[src/design/umsc_pkg.sv]
// umsc_pkg: types and constants of the mass-storage bulk-only transport block
// used by usb_msc_bulk_only_transport_fsm and umsc_checker, no dependencies
`timescale 1ns / 1ps
package umsc_pkg;

   typedef enum logic [1:0] {
      OP_OUT   = 2'd0,
      OP_IN    = 2'd1,
      OP_SETUP = 2'd2,
      OP_SPARE = 2'd3
   } op_type;

   typedef enum logic [3:0] {
      ACT_NONE        = 4'd0,
      ACT_ARM_CBW     = 4'd1,
      ACT_SEND_DATA   = 4'd2,
      ACT_SEND_CSW    = 4'd3,
      ACT_STALL_OUT   = 4'd4,
      ACT_STALL_BOTH  = 4'd5,
      ACT_SETUP_DATA  = 4'd6,
      ACT_SETUP_EMPTY = 4'd7,
      ACT_UNHANDLED   = 4'd8
   } action_type;

   typedef enum logic [1:0] {
      SRC_INQUIRY  = 2'd0,
      SRC_CAPACITY = 2'd1,
      SRC_ZERO     = 2'd2
   } source_type;

   typedef enum logic [2:0] {
      PH_IDLE = 3'd0,
      PH_DIN  = 3'd1,
      PH_DOUT = 3'd2,
      PH_CSW  = 3'd3,
      PH_ERR  = 3'd4
   } phase_type;

   typedef struct packed {
      action_type  action;
      logic [1:0]  data_source;
      logic [5:0]  send_length;
      logic        csw_status;
      logic [31:0] csw_residue;
      logic [31:0] csw_tag;
      logic        last;
   } rsp_type;

   localparam logic [31:0] CBW_SIGNATURE = 32'h4342_5355;
   localparam logic [9:0]  CBW_LENGTH    = 10'd31;
   localparam logic [7:0]  OPC_SENSE     = 8'h03;
   localparam logic [7:0]  OPC_INQUIRY   = 8'h12;
   localparam logic [7:0]  OPC_RFC       = 8'h23;
   localparam logic [5:0]  INQUIRY_LEN   = 6'd36;
   localparam logic [5:0]  RFC_LEN       = 6'd12;
   localparam logic [5:0]  LUN_LEN       = 6'd1;
   localparam logic [6:0]  CLASS_IFACE   = 7'h21;
   localparam logic [7:0]  REQ_MAX_LUN   = 8'hFE;
   localparam logic [7:0]  REQ_MSC_RESET = 8'hFF;
   localparam int unsigned FLAG_DIR_BIT  = 7;

endpackage

[src/design/usb_msc_bulk_only_transport_fsm.sv]
// usb_msc_bulk_only_transport_fsm: device-side bulk-only transport control, uses umsc_pkg
// a result word is registered and valid in the cycle after its event is accepted
// throughput: one event per cycle unless a result word is stalled or queued;
// a mass-storage reset gives two words, and req_ready is low while the second is queued
// reset: synchronous, clears phase to idle with CBW receive armed, kept
// tag, residue and status to zero, and empties the result register
`timescale 1ns / 1ps
module usb_msc_bulk_only_transport_fsm (
   input  logic        clock,
   input  logic        reset,
   input  logic        req_valid,
   output logic        req_ready,
   input  logic [1:0]  req_op,
   input  logic [9:0]  req_rx_length,
   input  logic [31:0] req_cbw_signature,
   input  logic [31:0] req_cbw_tag,
   input  logic [31:0] req_cbw_transfer_length,
   input  logic [7:0]  req_cbw_flags,
   input  logic [7:0]  req_scsi_opcode,
   input  logic [7:0]  req_setup_type,
   input  logic [7:0]  req_setup_request,
   output logic        rsp_valid,
   input  logic        rsp_ready,
   output logic [3:0]  rsp_action,
   output logic [1:0]  rsp_data_source,
   output logic [5:0]  rsp_send_length,
   output logic        rsp_csw_status,
   output logic [31:0] rsp_csw_residue,
   output logic [31:0] rsp_csw_tag,
   output logic        rsp_last
);
   import umsc_pkg::*;

   phase_type   phase_ff, phase_in;
   logic [31:0] tag_ff, tag_in;
   logic [31:0] residue_ff, residue_in;
   logic        status_ff, status_in;

   rsp_type     out_ff, out_in;
   logic        out_valid_ff, out_valid_in;
   rsp_type     pend_ff, pend_in;
   logic        pend_valid_ff, pend_valid_in;

   rsp_type     first_rsp;
   logic        two_rsp;
   logic [5:0]  full_len;
   logic [5:0]  clamp_len;
   logic [1:0]  src;
   logic        data_cmd;
   logic        tl_zero;
   logic        accept;

   assign req_ready = !pend_valid_ff && (!out_valid_ff || rsp_ready);
   assign accept    = req_valid && req_ready;
   assign tl_zero   = (req_cbw_transfer_length == 32'd0);

   // clamp of the reply length to the host transfer length
   always_comb begin
      data_cmd = 1'b1;
      full_len = INQUIRY_LEN;
      src      = SRC_INQUIRY;
      case (req_scsi_opcode)
         OPC_INQUIRY: begin
            full_len = INQUIRY_LEN;
            src      = SRC_INQUIRY;
         end
         OPC_RFC: begin
            full_len = RFC_LEN;
            src      = SRC_CAPACITY;
         end
         default: begin
            data_cmd = 1'b0;
         end
      endcase
      if (req_cbw_transfer_length < {26'd0, full_len}) begin
         clamp_len = req_cbw_transfer_length[5:0];
      end else begin
         clamp_len = full_len;
      end
   end

   always_comb begin
      phase_in   = phase_ff;
      tag_in     = tag_ff;
      residue_in = residue_ff;
      status_in  = status_ff;
      two_rsp    = 1'b0;
      first_rsp  = '{action: ACT_NONE, data_source: 2'd0, send_length: 6'd0,
                     csw_status: 1'b0, csw_residue: 32'd0, csw_tag: 32'd0,
                     last: 1'b1};
      case (op_type'(req_op))
         OP_OUT: begin
            if (phase_ff != PH_IDLE) begin
               first_rsp.action = ACT_NONE;
            end else if (req_rx_length != CBW_LENGTH
                         || req_cbw_signature != CBW_SIGNATURE) begin
               phase_in         = PH_ERR;
               first_rsp.action = ACT_STALL_OUT;
            end else begin
               tag_in = req_cbw_tag;
               if (req_scsi_opcode == OPC_SENSE) begin
                  status_in        = 1'b0;
                  residue_in       = req_cbw_transfer_length;
                  phase_in         = PH_CSW;
                  first_rsp.action = ACT_SEND_CSW;
               end else if (!data_cmd) begin
                  if (tl_zero) begin
                     status_in        = 1'b1;
                     residue_in       = 32'd0;
                     phase_in         = PH_CSW;
                     first_rsp.action = ACT_SEND_CSW;
                  end else begin
                     phase_in         = PH_ERR;
                     first_rsp.action = ACT_STALL_BOTH;
                  end
               end else if (tl_zero) begin
                  status_in        = 1'b0;
                  residue_in       = 32'd0;
                  phase_in         = PH_CSW;
                  first_rsp.action = ACT_SEND_CSW;
               end else begin
                  status_in  = 1'b0;
                  residue_in = req_cbw_transfer_length - {26'd0, clamp_len};
                  if (req_cbw_flags[FLAG_DIR_BIT]) begin
                     phase_in = PH_DIN;
                  end else begin
                     phase_in = PH_DOUT;
                  end
                  first_rsp.action      = ACT_SEND_DATA;
                  first_rsp.data_source = src;
                  first_rsp.send_length = clamp_len;
               end
            end
         end
         OP_IN: begin
            case (phase_ff)
               PH_DIN: begin
                  phase_in         = PH_CSW;
                  first_rsp.action = ACT_SEND_CSW;
               end
               PH_CSW: begin
                  phase_in         = PH_IDLE;
                  first_rsp.action = ACT_ARM_CBW;
               end
               default: begin
                  first_rsp.action = ACT_NONE;
               end
            endcase
         end
         OP_SETUP: begin
            first_rsp.action = ACT_UNHANDLED;
            if (req_setup_type[6:0] == CLASS_IFACE) begin
               if (req_setup_request == REQ_MAX_LUN) begin
                  first_rsp.action      = ACT_SETUP_DATA;
                  first_rsp.data_source = SRC_ZERO;
                  first_rsp.send_length = LUN_LEN;
               end else if (req_setup_request == REQ_MSC_RESET) begin
                  phase_in         = PH_IDLE;
                  first_rsp.action = ACT_ARM_CBW;
                  first_rsp.last   = 1'b0;
                  two_rsp          = 1'b1;
               end
            end
         end
         default: begin
            first_rsp.action = ACT_NONE;
         end
      endcase
      if (first_rsp.action == ACT_SEND_CSW) begin
         first_rsp.csw_status  = status_in;
         first_rsp.csw_residue = residue_in;
         first_rsp.csw_tag     = tag_in;
      end
   end

   // result register with one queued word behind it
   always_comb begin
      out_in        = out_ff;
      out_valid_in  = out_valid_ff;
      pend_in       = pend_ff;
      pend_valid_in = pend_valid_ff;
      if (out_valid_ff && rsp_ready) begin
         out_valid_in = pend_valid_ff;
         out_in       = pend_ff;
         pend_valid_in = 1'b0;
      end
      if (accept) begin
         out_in        = first_rsp;
         out_valid_in  = 1'b1;
         pend_valid_in = two_rsp;
         pend_in       = '{action: ACT_SETUP_EMPTY, data_source: 2'd0,
                           send_length: 6'd0, csw_status: 1'b0,
                           csw_residue: 32'd0, csw_tag: 32'd0, last: 1'b1};
      end
   end

   always_ff @(posedge clock) begin
      if (reset) begin
         phase_ff      <= PH_IDLE;
         tag_ff        <= 32'd0;
         residue_ff    <= 32'd0;
         status_ff     <= 1'b0;
         out_valid_ff  <= 1'b0;
         pend_valid_ff <= 1'b0;
      end else begin
         if (accept) begin
            phase_ff   <= phase_in;
            tag_ff     <= tag_in;
            residue_ff <= residue_in;
            status_ff  <= status_in;
         end
         out_valid_ff  <= out_valid_in;
         pend_valid_ff <= pend_valid_in;
      end
   end

   always_ff @(posedge clock) begin
      out_ff  <= out_in;
      pend_ff <= pend_in;
   end

   assign rsp_valid       = out_valid_ff;
   assign rsp_action      = out_ff.action;
   assign rsp_data_source = out_ff.data_source;
   assign rsp_send_length = out_ff.send_length;
   assign rsp_csw_status  = out_ff.csw_status;
   assign rsp_csw_residue = out_ff.csw_residue;
   assign rsp_csw_tag     = out_ff.csw_tag;
   assign rsp_last        = out_ff.last;

endmodule

[config.mk]
export PLATFORM = sky130hd
export DESIGN_NAME = usb_msc_bulk_only_transport_fsm
export DESIGN_NICKNAME = d
export VERILOG_FILES = /design/src/design/umsc_pkg.sv /design/src/design/usb_msc_bulk_only_transport_fsm.sv
export SDC_FILE = /design/constraint.sdc
export NUM_CORES = 1
export LEC_CHECK = 0
export ABC_AREA = 0
export BUFFER_PORTS_ARGS = -buffer_cell sky130_fd_sc_hd__clkbuf_2
export CORE_ASPECT_RATIO = 0.8
export CORE_MARGIN = 2
export CORE_UTILIZATION = 26
export CTS_CLUSTER_DIAMETER = 40
export CTS_CLUSTER_SIZE = 30
export DETAILED_ROUTE_END_ITERATION = 8
export PLACE_DENSITY_LB_ADDON = 0.2
export SLEW_MARGIN = 20
export SYNTH_ARGS = -nofsm -noshare
export SYNTH_HDL_FRONTEND = slang
export SYNTH_SLANG_ARGS = --single-unit
export TNS_END_PERCENT = 30
[constraint.sdc]
create_clock -name clock -period 11.7 [get_ports clock]
set_input_delay 1.17 -clock clock [delete_from_list [all_inputs] [get_ports clock]]
set_output_delay 1.17 -clock clock [all_outputs]
set_load 0.01 [all_outputs]
==> results.txt, run 1 <==
----------------------------------------------------
[Outcome]
  Status ... finished, final reports clean

[Floorplanning]
  Horizontal extent of the die ... between 150 and 200 um
  Core area ... 29400 um2
  Num rows ... 56
  Number of I/O pins ... 224
  Total die area ... around 31000 um2
  Vertical die dimension ... 159 um
  Starting density of the core ... 26.5%

[Final layout]
  Most used cells in the layout excluding fill and tap cells ... sky130_fd_sc_hd__clkbuf_2 (215), sky130_fd_sc_hd__nand2_1 (172), sky130_fd_sc_hd__a21oi_1 (91), sky130_fd_sc_hd__edfxtp_1 (78), sky130_fd_sc_hd__dfxtp_1 (70)
  Finished layout cell area ... 9760 um2
  Most common library cell in the layout ignoring fill and taps ... sky130_fd_sc_hd__clkbuf_2
  Count of fill cells added during filler insertion ... roughly 3100
  P&R area growth vs syn ... 25.0%
  Proportion of layout cells with a drive suffix above 1 ... 28.6%
  Post-route non-filler standard cell count ... 1436
  Number of nets in the final layout ... 1198

[Worst hold path]
  Hold Crit Endpoint ... tag_ff[30]$_SDFFE_PP0P_
  Source of the worst hold timing path ... tag_ff[30]$_SDFFE_PP0P_
  Path class of the lowest-slack min-delay path ... reg2reg
  Instance count along the most critical hold path ... 2

[Drt]
  Residual antenna-violating net count after detailed routing ... 0
  Vias ... 7519
  DRC errors left ... 0
  Per-cell routed wire length ... 19.1 um
  Vias per Instance ... 5.24
  Wire length after detailed routing ... 27.4 mm
  Detailed-router iteration count before antenna repair ... 5
  Number of design-rule violations left by the first detailed-router iteration ... 555

[Synth]
  Total nets after synthesis ... 1003
  Number of warnings printed during yosys synthesis ... 0
  Cell types with the largest area share after synthesis ... sky130_fd_sc_hd__edfxtp_1 (30%), sky130_fd_sc_hd__dfxtp_1 (18%), sky130_fd_sc_hd__nand2_1 (8.3%), sky130_fd_sc_hd__a21oi_1 (5.8%), sky130_fd_sc_hd__nor2_1 (3.2%)
  Fraction of synthesis flops using an asynchronous set or reset pin ... 0%
  Area share of the largest cell type after synthesis ... between 20% and 30%
  Post-Synthesis Cell Area ... 7810 um2
  Post-synthesis instance total ... 850
  Cell taking the most area after synthesis ... sky130_fd_sc_hd__edfxtp_1
  Count of flip-flops with a built-in enable after synthesis ... 78
  Mean Syn Cell Area ... 9.19 um2
  Primary flip-flop cell chosen by synthesis mapping ... sky130_fd_sc_hd__edfxtp_1
  Number of different library cells in the post-synthesis netlist ... 92
  Sequential fraction of the synthesis area ... 47.9%
  Number of synthesized register bits ... 148

[STA]
  Setup clock skew after layout ... 15.0 ps
  Count of final hold-check violations ... 0
  Normalized max-slew margin ... 25.3%
  Fmax ... 159 MHz
  TNS Setup ... 0 ps
  Final setup violation count ... 0
  Smallest hold slack ... 452 ps
  Period minus WS final ... 6270 ps
  Unrepaired setup endpoints after global routing ... no
  Post-route clock period utilization ... ~54%
  Worst-margin pin slew ... ~1100 ps
  Max-slew violations ... 0

[Clocking]
  CTS Root Buffer Type ... sky130_fd_sc_hd__clkbuf_16
  Insertion delay of the later-clocked pin in the worst-skew pair ... ~430 ps
  # Post-CTS Setup Buffers ... 0
  Sink Count ... 148
  Maximum clock path buffer count ... 2
  Number of buffers inserted by hold repair at cts ... 0
  Clock buffer count from CTS ... 17
  Clock transition time at the flip-flop clock pins of the worst setup and hold paths ... 60 ps
  Post-CTS resize count ... 0
  Maximum level of the CTS H-tree ... 4
  TritonCTS clock tree ... done

[Critical path]
  Critical path, cell by cell ... clkbuf_2 -> nor4_1 -> nand4_1 -> ha_1 -> a211o_2 -> a21o_2 -> nor3_1 -> nor2_1 -> o21bai_1 -> ha_1 -> or3_1 -> or3_1 -> nor3_1 -> a21boi_0 -> o21ai_0 -> a21oi_1
  Register-to-Register Path Depth ... 10
  Data arrival time of the critical path ... about 6400 ps
  Type of the worst setup path ... in2reg
  Worst reg2reg startpoint ... phase_ff[0]$_SDFFE_PP0P_
  Type of destination of the critical path ... register
  Number of cells on the critical path ... 16
  Endpoint of the most critical register-to-register path ... rsp_csw_residue[14]$_SDFFCE_PN0P_
  Slowest CP cell ... sky130_fd_sc_hd__nor3_1
  Worst endpoint required time ... ~12000 ps
  Maximum net fanout on the critical path ... 6
  Maximum cell stage delay along the critical path ... 750 ps
  Flop-to-flop setup slack ... 7610 ps
  Crit-path leading delay family ... simple AND/OR/NAND/NOR gates
  Worst setup SP type ... input port
  Count of buffering cells on the critical path with inverters included ... 1

[Global routing]
  Pin count of the biggest net entering global routing ... 79
  Total routing usage reported by global routing ... 17.4%
  First-pass GRT wire length ... between 40 and 50 mm
  Number of antenna violations at the first check in global routing ... 2
  Vias in the first global route ... slightly above 7000
  GR Overflow Total ... 0

[Power and ir drop]
  PwrDens ... roughly 130 nW/um2
  Leakage dissipation ... 3.51 nW
  Peak ir drop on the vdd network ... 0.0000963 V

[Run]
  Max capacitance violation total ... 0

[Placed design]
  Placed instance count ... 1403
  Placed wire-length estimate after detailed placement ... 18.7 mm
  Post-DP Area ... 9190 um2
  Buffers on Ports ... approximately 220
  Final weighted congestion of routability-driven global placement ... 0.847

----------------------------------------------------
## power by group
part / internal (mW) / switching (mW) / total, mW
logic: 0.0490 / 0.0784 / 0.127
registers: 0.570 / 0.00919 / 0.579
clock network: 0.312 / 0.231 / 0.543
## kinds of logic after synthesis
kind of cell | synth area share (%)
other cells | 0.0480
fa+ha+maj | 1.44
compound gates | 21.0
xor+xnor | 0.337
mux | 0.128
buf+inv | 4.18
flops | 47.9
simple gates | 24.9
## state kept, by name (all words and copies together), names as in the netlist
signal,flops
rsp_last,1
rsp_send_length,6
rsp_data_source,2
phase_ff,3
status_ff,1
rsp_csw_status,1
tag_ff,32
rsp_csw_residue,32
rsp_valid,1
pend_valid_ff,1
residue_ff,32
rsp_csw_tag,32
rsp_action,4
## cells in the mapped netlist, drive strengths merged, types with 5 or more instances
| library cell | number |
|---|---|
| nor3 | 20 |
| a21o | 6 |
| o21ai | 25 |
| nor4b | 8 |
| nand3 | 13 |
| inv | 13 |
| clkbuf | 35 |
| a211oi | 30 |
| and4b | 7 |
| and4 | 7 |
| a221oi | 9 |
| a311oi | 6 |
| and3 | 6 |
| dfxtp | 70 |
| and2 | 5 |
| nor2 | 69 |
| a21oi | 101 |
| ha | 9 |
| buf | 15 |
| o31ai | 7 |
| nand2 | 173 |
| a22oi | 9 |
| edfxtp | 78 |
| or3 | 13 |
| nand4 | 12 |
| a31oi | 6 |
| nor4 | 26 |
| a32oi | 6 |
## worst register-to-register path, cell delays in order, from the launching register on
cell and delay, ps:
sky130_fd_sc_hd__dfxtp_1 350, sky130_fd_sc_hd__nor4b_2 290, sky130_fd_sc_hd__buf_4 200, sky130_fd_sc_hd__and4_2 210, sky130_fd_sc_hd__buf_4 530, sky130_fd_sc_hd__o21ai_2 130
sky130_fd_sc_hd__buf_4 290, sky130_fd_sc_hd__o211ai_1 210, sky130_fd_sc_hd__nand4_1 680, sky130_fd_sc_hd__buf_4 620, sky130_fd_sc_hd__a21oi_1 370
## worst max path at each step
| stage | startpoint | end | slack (ps) |
|---|---|---|---|
| finish | req_scsi_opcode[3] | rsp_csw_residue[14]$_SDFFCE_PN0P_ | 5430 |
| global route | req_scsi_opcode[3] | rsp_csw_residue[14]$_SDFFCE_PN0P_ | 5190 |
| CTS | req_scsi_opcode[3] | rsp_csw_residue[14]$_SDFFCE_PN0P_ | 5510 |
| detailed placement | req_scsi_opcode[3] | rsp_csw_residue[14]$_SDFFCE_PN0P_ | 5060 |
| global placement | req_scsi_opcode[3] | rsp_csw_residue[14]$_SDFFCE_PN0P_ | 5100 |
| floorplan | req_scsi_opcode[3] | rsp_csw_residue[26]$_SDFFCE_PN0P_ | 6160 |
## layer usage
| layer | track usage, % | vias up | share of wire (%) |
|---|---|---|---|
| met1 | 25.4 | 3636 | 48 |
| met4 | 4.89 | 0 | 1.7 |
| li1 | - | 3587 | - |
| met3 | 3.98 | 23 | 7.9 |
| met2 | 25.5 | 273 | 42 |
| met5 | 0 | - | 0 |
## per-stage QoR
stage	worst slack [ps]	power [mW]	utilization, %
6_report	5430	1.25	33.2
5_1_grt	5190	1.30	33.2
4_1_cts	5510	1.27	33.2
3_5_place_dp	5060	0.718	31.2
3_3_place_gp	5100	0.717	31.2
2_1_floorplan	6160	0.653	-
## cell type report
cell class	instances	area (um2)	area share [%]
inverter	13	48.8	0.500
tap	377	472	4.83
clock buffer	18	429	4.40
antenna	1	2.50	0.0256
sequential	148	3740	38.3
timing repair buffer	227	1170	12.0
clock inverter	14	138	1.41
multi-input combinational	638	3760	38.5
Power figures use the tool's default switching activity.
==> run 2: changes to the inputs <==
clock period = 6.3 ns   (was 11.7 ns; I/O delays follow)
==> run 2 against run 1 <==
Compared with the run above: worst setup slack lost 4300 ps; count of clock-buffer cells in the layout grew 5; sequential power grew 87%; largest cell class unchanged; sequential share of layout area shrank 0.39 points; critical path type unchanged; global-route usage grew 0.40 points; highest routed layer unchanged; routed wire length grew 1.4%.
==> results.txt, run 2 (synthesis results as in run 1) <==
----------------------------------------------------
[Outcome]
  Status ... finished, final reports clean (unchanged)

[Global routing]
  Highest-utilization routing layer at the global route stage ... met1 (was met2)
  GR Overflow Total ... 0 (unchanged)
  Pin count of the biggest net entering global routing ... 72 (was 79)
  First-pass GRT wire length ... 42.7 mm (was 41.8 mm)
  Total routing usage reported by global routing ... 17.8% (was 17.4%)
  Vias in the first global route ... 7158 (was 7083)
  Met2 GRT Util ... 25.9% (was 25.5%)
  GR Util met1 ... 26.4% (was 25.4%)
  Number of antenna violations at the first check in global routing ... 2 (unchanged)
  Met3 track demand over resource in global routing ... 4.26% (was 3.98%)

[Drt]
  DRC errors left ... 0 (unchanged)
  Vias ... 7490 (was 7519)
  Number of design-rule violations left by the first detailed-router iteration ... 614 (was 555)
  Wire length after detailed routing ... 27.7 mm (was 27.4 mm)
  Residual antenna-violating net count after detailed routing ... 0 (unchanged)
  Per-cell routed wire length ... 19.2 um (was 19.1 um)
  Detailed-router iteration count before antenna repair ... 5 (unchanged)
  Vias per Instance ... 5.19 (was 5.24)

[STA]
  Normalized max-slew margin ... 31.3% (was 25.3%)
  Count of final hold-check violations ... 0 (unchanged)
  Fmax ... 195 MHz
  Setup clock skew after layout ... 11.3 ps (was 15.0 ps)
  Period minus WS final ... 5130 ps
  Smallest hold slack ... 441 ps (was 452 ps)
  Unrepaired setup endpoints after global routing ... no (unchanged)
  Max-slew violations ... 0 (unchanged)
  Worst-margin pin slew ... 1030 ps (was 1120 ps)
  Final setup violation count ... 0 (unchanged)
  Post-route clock period utilization ... between 80% and 90%
  Setup slack after layout ... 1170 ps (was 5430 ps)
  TNS Setup ... 0 ps (unchanged)

[Clocking]
  # Post-CTS Setup Buffers ... 0 (unchanged)
  Number of buffers inserted by hold repair at cts ... 0 (unchanged)
  Clock buffer count from CTS ... 17 (unchanged)
  Maximum level of the CTS H-tree ... 4 (unchanged)
  Sink Count ... 148 (unchanged)
  CTS Root Buffer Type ... sky130_fd_sc_hd__clkbuf_16 (unchanged)
  Maximum clock path buffer count ... 2 (unchanged)
  TritonCTS clock tree ... done (unchanged)
  Clock transition time at the flip-flop clock pins of the worst setup and hold paths ... 60 ps (about the same)
  Insertion delay of the later-clocked pin in the worst-skew pair ... 420 ps (was 430 ps)
  Post-CTS resize count ... 0 (unchanged)

[Worst hold path]
  Instance count along the most critical hold path ... 3 (was 2)
  Path class of the lowest-slack min-delay path ... in2reg (was reg2reg)
  Hold Crit Endpoint ... tag_ff[23]$_SDFFE_PP0P_ (was tag_ff[30]$_SDFFE_PP0P_)
  Source of the worst hold timing path ... req_cbw_tag[23] (was tag_ff[30]$_SDFFE_PP0P_)

[Placed design]
  Buffers on Ports ... 215 (unchanged)
  Final weighted congestion of routability-driven global placement ... 0.880 (was 0.847)
  Placed wire-length estimate after detailed placement ... 19.3 mm (was 18.7 mm)
  Post-DP Area ... 9230 um2 (was 9190 um2)
  Post-Place Setup Slack ... 765 ps (was 5060 ps)
  Placed instance count ... 1408 (was 1403)

[Power and ir drop]
  PwrDens ... 246 nW/um2 (was 128 nW/um2)
  Total power ... 2.43 mW (was 1.25 mW)
  Leakage dissipation ... 3.57 nW (was 3.51 nW)
  Peak ir drop on the vdd network ... 0.000182 V (was 0.0000963 V)

[Final layout]
  Count of fill cells added during filler insertion ... 3107 (was 3104)
  Finished layout cell area ... 9860 um2 (was 9760 um2)
  Most common library cell in the layout ignoring fill and taps ... sky130_fd_sc_hd__clkbuf_2 (unchanged)
  Number of nets in the final layout ... 1203 (was 1198)
  Post-route non-filler standard cell count ... 1442 (was 1436)
  Proportion of layout cells with a drive suffix above 1 ... 29.0% (was 28.6%)
  Core Util, Final ... 33.5% (was 33.2%)
  Most used cells in the layout excluding fill and tap cells ... sky130_fd_sc_hd__clkbuf_2 (215), sky130_fd_sc_hd__nand2_1 (172), sky130_fd_sc_hd__a21oi_1 (91), sky130_fd_sc_hd__edfxtp_1 (78), sky130_fd_sc_hd__dfxtp_1 (70) (unchanged)
  P&R area growth vs syn ... 26.3% (was 25.0%)

[Floorplanning]
  Core area ... 29400 um2 (unchanged)
  Vertical die dimension ... 159 um (unchanged)
  Number of I/O pins ... 224 (unchanged)
  Num rows ... 56 (unchanged)
  Starting density of the core ... 26.5% (unchanged)
  Total die area ... 31400 um2 (unchanged)
  Horizontal extent of the die ... 198 um (unchanged)

[Critical path]
  Type of destination of the critical path ... register (unchanged)
  Type of the worst setup path ... in2reg (unchanged)
  Data arrival time of the critical path ... 5470 ps (was 6390 ps)
  Worst endpoint required time ... 6650 ps (was 11820 ps)
  Maximum net fanout on the critical path ... 5 (was 6)
  Register-to-Register Path Depth ... 6 (was 10)
  Worst setup SP type ... input port (unchanged)
  Endpoint of the most critical register-to-register path ... residue_ff[23]$_SDFFE_PP0P_ (was rsp_csw_residue[14]$_SDFFCE_PN0P_)
  Worst reg2reg startpoint ... phase_ff[0]$_SDFFE_PP0P_ (unchanged)
  Flop-to-flop setup slack ... 2910 ps (was 7610 ps)

[Run]
  Max capacitance violation total ... 0 (unchanged)

----------------------------------------------------
[run 2: changes by cell type in the layout (fill, tap and decap cells not counted), moves of 2 or more]
cell                         delta
sky130_fd_sc_hd__clkbuf_1       +3
sky130_fd_sc_hd__bufinv_16      +2
sky130_fd_sc_hd__clkinv_1       -3
sky130_fd_sc_hd__clkinvlp_4     -3
sky130_fd_sc_hd__buf_4          +6
[run 2: worst max path at each step]
stage / start / end / slack, ps
floorplan: req_scsi_opcode[3] / rsp_csw_residue[26]$_SDFFCE_PN0P_ / 1300
global placement: req_scsi_opcode[3] / rsp_csw_residue[24]$_SDFFCE_PN0P_ / 820
detailed placement: req_scsi_opcode[3] / rsp_csw_residue[26]$_SDFFCE_PN0P_ / 770
CTS: req_scsi_opcode[3] / rsp_csw_residue[26]$_SDFFCE_PN0P_ / 1210
global route: req_scsi_opcode[3] / rsp_csw_residue[16]$_SDFFCE_PN0P_ / 740
finish: req_scsi_opcode[3] / residue_ff[28]$_SDFFE_PP0P_ / 1170
[run 2: per-layer routing]
| metal | wire length (um) | vias to the layer above |
|---|---|---|
| li1 | - | 3601 |
| met1 | 13700 | 3617 |
| met2 | 11700 | 254 |
| met3 | 1950 | 18 |
| met4 | 327 | 0 |
| met5 | 0 | - |
[run 2: power by group]
group / internal (mW) / total, mW / switching [mW]
logic: 0.0899 / 0.235 / 0.145
clock network: 0.697 / 1.12 / 0.418
registers: 1.06 / 1.08 / 0.0177
[run 2: final cells by class]
type / instances / area, um2 / area share [%]
Antenna cell: 2 / 5.00 / 0.0507
Clock buffer: 23 / 479 / 4.86
Clock inverter: 9 / 151 / 1.53
Inverter: 13 / 48.8 / 0.495
Multi-Input combinational cell: 638 / 3760 / 38.1
Sequential cell: 148 / 3740 / 38.0
Tap cell: 377 / 472 / 4.78
Timing Repair Buffer: 232 / 1200 / 12.2
[run 2: worst max-delay path, stage by stage]
cell	delay [ps]
sky130_fd_sc_hd__clkbuf_2	90
sky130_fd_sc_hd__nor4_1	530
sky130_fd_sc_hd__nand4_1	240
sky130_fd_sc_hd__ha_1	330
sky130_fd_sc_hd__a211o_2	360
sky130_fd_sc_hd__a21o_2	250
sky130_fd_sc_hd__nor3_1	220
sky130_fd_sc_hd__nor2_1	90
sky130_fd_sc_hd__o21bai_1	200
sky130_fd_sc_hd__ha_1	240
sky130_fd_sc_hd__or3_1	420
sky130_fd_sc_hd__nor3_1	490
sky130_fd_sc_hd__nand3_2	160
sky130_fd_sc_hd__or3b_1	410
sky130_fd_sc_hd__or3_1	340
sky130_fd_sc_hd__a221o_1	330
sky130_fd_sc_hd__a21oi_1	140
